## config.mk

```make
export PLATFORM = sky130hd
export DESIGN_NAME = lcg_ranged_random_generator_unit
export DESIGN_NICKNAME = d
export VERILOG_FILES = /design/src/design/lrg_pkg.sv /design/src/design/lcg_ranged_random_generator_unit.sv /design/src/design/lrg_controller.sv /design/src/design/lrg_datapath.sv
export VERILOG_INCLUDE_DIRS = /design/src /design/src/design
export SDC_FILE = /design/constraint.sdc
export NUM_CORES = 2
export LEC_CHECK = 0
export BUFFER_PORTS_ARGS = -buffer_cell sky130_fd_sc_hd__buf_2
export CAP_MARGIN = 20
export CORE_UTILIZATION = 48
export CTS_CLUSTER_DIAMETER = 30
export DETAILED_ROUTE_END_ITERATION = 7
export PLACE_DENSITY_LB_ADDON = 0.15
export RECOVER_POWER = 50
export SLEW_MARGIN = 25
export SYNTH_ARGS = -nofsm -noshare
export SYNTH_HDL_FRONTEND = slang
export SYNTH_SLANG_ARGS = --single-unit
```

## constraint.sdc

```tcl
create_clock -name clk -period 8 [get_ports clk]
set_input_delay 1.2 -clock clk [delete_from_list [all_inputs] [get_ports clk]]
set_output_delay 1.2 -clock clk [all_outputs]
set_load 0.1 [all_outputs]
```

## src/design/lcg_ranged_random_generator_unit_defines.svh

```systemverilog
// Assertion macros for the ranged LCG generator.
// No dependencies; taken in by files that assert.
`ifndef LCG_RANGED_RANDOM_GENERATOR_UNIT_DEFINES_SVH
`define LCG_RANGED_RANDOM_GENERATOR_UNIT_DEFINES_SVH

`ifndef SYNTHESIS
`define LRG_ASSERT_IMP(label, clk, rst_n, ante, cons) \
    label: assert property (@(posedge clk) disable iff (!rst_n) (ante) |-> (cons)) \
        else $error("lrg assertion failed");
`define LRG_ASSERT_NEXT(label, clk, rst_n, ante, cons) \
    label: assert property (@(posedge clk) disable iff (!rst_n) (ante) |=> (cons)) \
        else $error("lrg assertion failed");
`else
`define LRG_ASSERT_IMP(label, clk, rst_n, ante, cons)
`define LRG_ASSERT_NEXT(label, clk, rst_n, ante, cons)
`endif

`endif

```

## src/design/lrg_pkg.sv

```systemverilog
// Types and constants shared by the ranged LCG generator.
// No dependencies.
package lrg_pkg;

    localparam logic [31:0] LcgMul   = 32'd214013;
    localparam logic [31:0] LcgAdd   = 32'd2531011;
    localparam logic [31:0] SeedInit = 32'd1;
    localparam int          DrawBits = 30;

    typedef enum logic [2:0] {
        ST_IDLE,
        ST_STEP1,
        ST_STEP2,
        ST_SCALE,
        ST_FINISH
    } lrg_state_t;

    typedef struct packed {
        logic load;
        logic step1;
        logic step2;
        logic scale;
        logic finish;
    } lrg_cmd_t;

    typedef struct packed {
        logic in_equal;
        logic out_free;
    } lrg_status_t;

    function automatic logic [31:0] lcg_next(input logic [31:0] s);
        logic [31:0] prod;
        prod = s * LcgMul;
        return prod + LcgAdd;
    endfunction

endpackage

```

## src/design/lcg_ranged_random_generator_unit.sv

```systemverilog
// Ranged random number generator built on a 32-bit LCG.
// Depends on lrg_pkg, lrg_controller, lrg_datapath and the defines header.
//
// Use:
//   Slave channel s_axis_* takes one request word: bounds begin and end.
//   Master channel m_axis_* returns one word per request: begin plus the
//   scaled 30-bit draw, modulo 2^32. Equal bounds return begin and leave the
//   generator state untouched.
//   cfg_wr_en/cfg_wr_data write the seed; the state is reloaded from it.
//   Write the seed only while no request is in flight.
// Sequence:
//   Normal request: the states STEP1, STEP2, SCALE and FINISH follow
//   acceptance, and the next request is taken only back in IDLE. The two
//   LCG steps share one constant multiplier, one after the other, then
//   the SCALE step scales the draw. Equal bounds: FINISH follows acceptance
//   directly, then IDLE takes the next request.
// Reset: state set to 1, no result pending, s_axis_tready high.
// Stall: a held result sits in the output register; one further request is
//   accepted and computed, then waits until the output word is taken.
`include "lcg_ranged_random_generator_unit_defines.svh"

module lcg_ranged_random_generator_unit
(
    input  logic        clk,
    input  logic        rst_n,
    input  logic        s_axis_tvalid,
    output logic        s_axis_tready,
    input  logic [63:0] s_axis_tdata,   // [31:0] range_begin, [63:32] range_end
    output logic        m_axis_tvalid,
    input  logic        m_axis_tready,
    output logic [31:0] m_axis_tdata,   // [31:0] random_value
    input  logic        cfg_wr_en,
    input  logic [31:0] cfg_wr_data     // start_seed
);

    lrg_pkg::lrg_cmd_t    cmd;
    lrg_pkg::lrg_status_t status;

    lrg_controller u_ctrl
    (
        .clk      (clk),
        .rst_n    (rst_n),
        .in_valid (s_axis_tvalid),
        .status   (status),
        .in_ready (s_axis_tready),
        .cmd      (cmd)
    );

    lrg_datapath u_dp
    (
        .clk         (clk),
        .rst_n       (rst_n),
        .cmd         (cmd),
        .in_data     (s_axis_tdata),
        .cfg_wr_en   (cfg_wr_en),
        .cfg_wr_data (cfg_wr_data),
        .out_ready   (m_axis_tready),
        .status      (status),
        .out_valid   (m_axis_tvalid),
        .out_data    (m_axis_tdata)
    );

    `LRG_ASSERT_NEXT(a_busy_after_accept, clk, rst_n, s_axis_tvalid && s_axis_tready, !s_axis_tready)
    `LRG_ASSERT_IMP(a_finish_slot_free, clk, rst_n, cmd.finish, !m_axis_tvalid || m_axis_tready)
    `LRG_ASSERT_IMP(a_step2_after_step1, clk, rst_n, cmd.step2, $past(cmd.step1))

endmodule

```

## src/design/lrg_controller.sv

```systemverilog
// Sequencing state machine of the ranged LCG generator.
// Depends on lrg_pkg.
module lrg_controller
(
    input  logic                 clk,
    input  logic                 rst_n,
    input  logic                 in_valid,
    input  lrg_pkg::lrg_status_t status,
    output logic                 in_ready,
    output lrg_pkg::lrg_cmd_t    cmd
);

    lrg_pkg::lrg_state_t state_reg;
    lrg_pkg::lrg_state_t state_next;

    always_ff @(posedge clk or negedge rst_n)
    begin
        if (!rst_n)
        begin
            state_reg <= lrg_pkg::ST_IDLE;
        end
        else
        begin
            state_reg <= state_next;
        end
    end

    always_comb
    begin
        state_next = state_reg;
        case (state_reg)
            lrg_pkg::ST_IDLE:
            begin
                if (in_valid)
                begin
                    state_next = status.in_equal ? lrg_pkg::ST_FINISH : lrg_pkg::ST_STEP1;
                end
            end
            lrg_pkg::ST_STEP1:  state_next = lrg_pkg::ST_STEP2;
            lrg_pkg::ST_STEP2:  state_next = lrg_pkg::ST_SCALE;
            lrg_pkg::ST_SCALE:  state_next = lrg_pkg::ST_FINISH;
            lrg_pkg::ST_FINISH:
            begin
                if (status.out_free)
                begin
                    state_next = lrg_pkg::ST_IDLE;
                end
            end
            default:            state_next = lrg_pkg::ST_IDLE;
        endcase
    end

    always_comb
    begin
        in_ready   = 1'b0;
        cmd        = '0;
        case (state_reg)
            lrg_pkg::ST_IDLE:
            begin
                in_ready = 1'b1;
                cmd.load = in_valid;
            end
            lrg_pkg::ST_STEP1:  cmd.step1  = 1'b1;
            lrg_pkg::ST_STEP2:  cmd.step2  = 1'b1;
            lrg_pkg::ST_SCALE:  cmd.scale  = 1'b1;
            lrg_pkg::ST_FINISH: cmd.finish = status.out_free;
            default:            cmd        = '0;
        endcase
    end

endmodule

```

## src/design/lrg_datapath.sv

```systemverilog
// Datapath of the ranged LCG generator: state, draw, scaling and output word.
// Depends on lrg_pkg.
module lrg_datapath
(
    input  logic                 clk,
    input  logic                 rst_n,
    input  lrg_pkg::lrg_cmd_t    cmd,
    input  logic [63:0]          in_data,
    input  logic                 cfg_wr_en,
    input  logic [31:0]          cfg_wr_data,
    input  logic                 out_ready,
    output lrg_pkg::lrg_status_t status,
    output logic                 out_valid,
    output logic [31:0]          out_data
);

    logic [31:0] lcg_reg;
    logic [31:0] begin_reg;
    logic [31:0] span_reg;
    logic [29:0] draw_reg;
    logic [31:0] scaled_reg;
    logic [31:0] out_data_reg;
    logic        out_valid_reg;
    logic [31:0] lcg_step;
    logic [61:0] product;

    assign lcg_step = lrg_pkg::lcg_next(lcg_reg);
    assign product  = 62'(draw_reg) * 62'(span_reg);

    assign status.in_equal = (in_data[31:0] == in_data[63:32]);
    assign status.out_free = !out_valid_reg || out_ready;

    always_ff @(posedge clk or negedge rst_n)
    begin
        if (!rst_n)
        begin
            lcg_reg       <= lrg_pkg::SeedInit;
            out_valid_reg <= 1'b0;
        end
        else
        begin
            if (cfg_wr_en)
            begin
                lcg_reg <= cfg_wr_data;
            end
            else if (cmd.step1 || cmd.step2)
            begin
                lcg_reg <= lcg_step;
            end
            if (cmd.finish)
            begin
                out_valid_reg <= 1'b1;
            end
            else if (out_ready)
            begin
                out_valid_reg <= 1'b0;
            end
        end
    end

    always_ff @(posedge clk)
    begin
        if (cmd.load)
        begin
            begin_reg  <= in_data[31:0];
            span_reg   <= in_data[63:32] - in_data[31:0];
            scaled_reg <= '0;
        end
        if (cmd.step2)
        begin
            // first new state is in lcg_reg, second is being formed
            draw_reg <= {lcg_step[30:16], lcg_reg[30:16]};
        end
        if (cmd.scale)
        begin
            scaled_reg <= product[61:lrg_pkg::DrawBits];
        end
        if (cmd.finish)
        begin
            out_data_reg <= begin_reg + scaled_reg;
        end
    end

    assign out_valid = out_valid_reg;
    assign out_data  = out_data_reg;

endmodule

```

* Word-level counts from Yosys, hierarchy flattened *
Cells that the tools add are included.

storage, ports and cells
  output and inout port bits = 34
  input port bits = 101
  word-level logic and storage cells = 44
  flip-flop bits (word level) = 194

cells by class
  reductions and logical operators = 8
  equal/unequal tests = 7
  add/sub/neg operators = 3
  multipliers = 2
  mux-type cells = 16

operators by type and width
  operator                                                                count
  32-bit two-way mux                                                      4
  30-bit by 32-bit multiplier with 62-bit output                          1
  32-bit by 22-bit adder with 32-bit output (second input constant)       1
  32-bit adder                                                            1
  32-bit == test                                                          1
  32-bit by 18-bit multiplier with 32-bit output (second input constant)  1
  32-bit subtractor                                                       1
  3-bit one-hot mux with 5 select lines                                   1
  3-bit two-way mux                                                       3
  1-bit two-way mux                                                       8
  3-bit by 2-bit == test with 1-bit output (second input constant)        2
  2-bit nonzero test                                                      3
  3-bit by 1-bit == test with 1-bit output (second input constant)        1
  3-bit == test (second input constant)                                   1
  3-bit logical NOT                                                       1
  1-bit logical OR                                                        2
  2-bit by 1-bit != test with 1-bit output (second input constant)        1
  2-bit != test (second input constant)                                   1
  2-bit AND reduction                                                     1
  1-bit logical NOT                                                       1

* Longest topological paths before layout *
  word-level depth = 5
  depth in mapped cells = 29
  mapped depth without buffers = 27

* By module *
A second synthesis with hierarchy kept.

second synthesis, totals
  cells, all modules = 4855
  area total of the unflattened synthesis = 47310.4 sq um

by module, submodules not included
  module          cells an instance  seq. area each (sq um)  times used  area an instance (sq um)
  lrg_datapath    4836               5546.6                  1           47112.7
  lrg_controller  19                 75.1                    1           197.7

* Worst setup path after synthesis *
OpenSTA, ideal clock, no wires.

  path kind = flip-flop to flip-flop
  start = reg u_dp.span_reg[30]
  end = reg u_dp.scaled_reg[31] (data pin)
  data required time = 7.732 ns
  path buffers = 1
  cell stages (with the launch flop) = 28
  period minus slack after synthesis = 7.202 ns
  data arrival time = 6.933 ns
  slack = 0.798 ns
  path through = edfxtp_1 -> clkbuf_1 -> nand2_1 -> fa_1 -> inv_1 -> fa_1 -> fa_1 -> inv_1 -> fa_1 -> inv_1 -> fa_1 -> fa_1 -> fa_1 -> inv_1 -> fa_1 -> inv_1 -> ha_1 -> a31o_2 -> a221oi_1 -> or2_2 -> nor2_1 -> o211a_1 -> o21ai_1 -> and2_1 -> o21ai_1 -> nor4_1 -> o21ai_1 -> nor3b_1

between the ends
  word-level cells in the longest chain between the ends = 2

ends and longest elaborated chain
  element                                         RTL line            text
  from (decl)                                     lrg_datapath.sv:19  logic [31:0] span_reg;
  from (signal assigned)                          lrg_datapath.sv:66  span_reg <= in_data[63:32] - in_data[31:0];
  30-bit by 32-bit multiplier with 62-bit output  lrg_datapath.sv:28  assign product = 62'(draw_reg) * 62'(span_reg);
  32-bit two-way mux                              lrg_datapath.sv:74  if (cmd.scale)
  to (signal assigned)                            lrg_datapath.sv:76  scaled_reg <= product[61:lrg_pkg::DrawBits];
  to (decl)                                       lrg_datapath.sv:21  logic [31:0] scaled_reg;

Every way passes these cells.
A chain may end at the register's enable or synchronous reset.

* Final worst setup path *
  start = reg u_dp.span_reg[25]
  end = reg u_dp.scaled_reg[21] (data pin)

The elaborated chain is that of the path after synthesis.

==> metrics.txt <==
status finished with violations; failing checks max-capacitance violations, max-slew violations; final critical-path share of the clock period 0.9768; slowest library cell on the worst path edfxtp_1; Die X 315.8 um; pre-CTS worst setup slack -0.1380 ns; Die Footprint 99720 um2; CTS sink count 193; GRT overflow 0; Distinct cells, synth 66; Root Driver clkbuf_16; clock transition at the registers of the reported paths 0.09 ns; cts bufs inserted 17; commonest non-fill, non-tap cell in the layout inv_1; Yosys reg bits 193; I/O pins 135; Die H 315.8 um; area of the multi-input gates 36560 um2; Worst Path Arrival 8.05 ns; met3 wire len 5887 um; Placeable Area 97140 um2; vias in the first global route 35112; Reg area 5622 um2; Worst Skew 0.01854 ns; Min Clock Period, post-route 7.814 ns; CP max FO 5; nets 6638; Final Hold Vio Count 0; Post-synth top flop edfxtp_1; WL/cell 18.90 um; DRT met1 WL 53670 um; f_max 128.0 MHz; Remaining DRCs 0; first-pass GRT wire length 196000 um; initial drt markers 1733; Post-Syn Nets 6460; met2 wire length 58540 um; CP endpoint kind register; CP Class reg2reg; Port-buffer cells 133; vias per inst 5.114; DRT Wirelength 120400 um; Avg Cell Area, Syn 9.638 um2; CTS tree done; CTS HTree Levels 4; final RePlAce weighted congestion 0.8734; final design utilization 0.5340; most repeated library cell on the critical path fa_1; initial antenna violation count 0; most frequent cells in the layout inv_1, fa_1, and2_1, nand2_1, ha_1; Clock Latency Late Sink 0.50 ns; detailed placement HPWL 102100 um; Setup Viol. Count Final 0; Syn Inst Count 4904; layout filler cell count 8934; Rel. slew slack -1.498; fin worst setup slack 0.1855 ns; min-delay worst type reg2reg; layout cell share with drive strength beyond 1 0.08027; pin count of the biggest net entering global routing 63; Pre-antenna DRT Iters 5; uppermost layer routed met4; Post-synth EDFFs 158; hold_buf cts 0; vias 32593; startpoint types register; fin. max-slew vios 195; total track usage 0.2564; Initial Utilization 0.4866; Rows 114; sequential-to-total area share from yosys stat 0.1189; MaxCap Viol Count 5; CTS Buffer Depth 2; Synth async-reset ratio 0.1813; WP data required 8.24 ns; Post-DRT Antenna Nets 0; synthesized cell area 47260 um2; Ys Warns 0; actual slew at the worst max-slew pin 3.747 ns; area grow syn2layout 9.745%; critical path's largest stage delay 0.57 ns
==> routing by layer <==
metal / track usage / up-vias
met5: 0 / -
met3: 0.03096 / 100
met2: 0.4288 / 654
li1: - / 14996
met1: 0.3597 / 16843
met4: 0.05215 / 0
==> Yosys cell counts (18+ instances only) <==
library cell | instances | area [um2]
a21o_1 | 55 | 412.9
a21oi_1 | 124 | 620.6
and2_1 | 584 | 3654
clkbuf_1 | 207 | 777.0
dfrtp_1 | 34 | 850.8
edfxtp_1 | 158 | 4745
fa_1 | 1020 | 20420
ha_1 | 435 | 5443
inv_1 | 1197 | 4493
nand2_1 | 476 | 1787
nand2b_1 | 21 | 131.4
nand3_1 | 24 | 120.1
nand4_1 | 18 | 112.6
nor2_1 | 102 | 382.9
nor3_1 | 26 | 130.1
o21ai_0 | 54 | 270.3
o21ai_1 | 46 | 230.2
xnor2_1 | 105 | 919.6
xor2_1 | 33 | 289.0
==> stage by stage <==
stage               setup TNS (ns)  cell area [um2]  hold WS (ns)  std cells
floorplan                        0            47260        0.4499       4904
global placement           -0.5409            51040        0.4908       6332
detailed placement         -0.8896            51040        0.5000       6332
CTS                              0            51670        0.5041       6365
global route              -0.07867            51860        0.5235       6371
finish                           0            51870        0.4952       6373
==> final cells by class <==
type                    instances  share of cell area
diodes                          2          0.00009649
inverters                    1197             0.08662
clock buffers                  20            0.009239
multi-input cells            3306              0.7049
repair buffers                367             0.05727
clock inverters                12            0.002702
flip-flops and latches        193              0.1084
well taps                    1276             0.03078
==> cell families (layout without fill, tap and decap cells) <==
family,after synthesis,in the layout,share of synthesized area
and+or+nand+nor,1301,1301,0.1408
DFF,193,193,0.1189
AOI/OAI and AO/OA,395,395,0.05223
adders and majority gates,1455,1455,0.5472
xor gates and xnor gates,138,138,0.02557
muxes,17,17,0.003627
other,0,2,0
buffers and inverters,1405,1596,0.1116
==> worst max-delay path: cells and delay by family, from the launching register on <==
| family | cells | cell delay [ns] |
|---|---|---|
| and+or+nand+nor | 5 | 0.60 |
| DFF | 1 | 0.57 |
| AOI/OAI and AO/OA | 5 | 0.98 |
| xor gates and xnor gates | 1 | 0.17 |
| adders and majority gates | 9 | 4.31 |
| buffers and inverters | 8 | 0.89 |
==> what timing repair did <==
item                       4_1_cts  5_1_grt
setup endpoints to repair       10       14
gates resized for setup          2       39
buffers inserted                 1        6
pin swaps                        1       26
==> path summary, 6_finish.rpt <==
kind	start	end	slack (ns)	depth (start not counted)
max	u_dp.span_reg[25]	u_dp.scaled_reg[21]	0.19	28
min	u_dp.lcg_reg[29]	u_dp.draw_reg[13]	0.50	0
max reg2reg	u_dp.span_reg[25]	u_dp.scaled_reg[21]	0.19	28
min reg2reg	u_dp.lcg_reg[29]	u_dp.draw_reg[13]	0.50	0
max in group asynchronous	rst_n	u_dp.lcg_reg[25]	5.54	1
min in group asynchronous	rst_n	u_dp.lcg_reg[8]	1.26	1
Power is left out: the tool's default activity adds up to more than one toggle a clock period on the data nets, which glitch-free logic cannot reach.
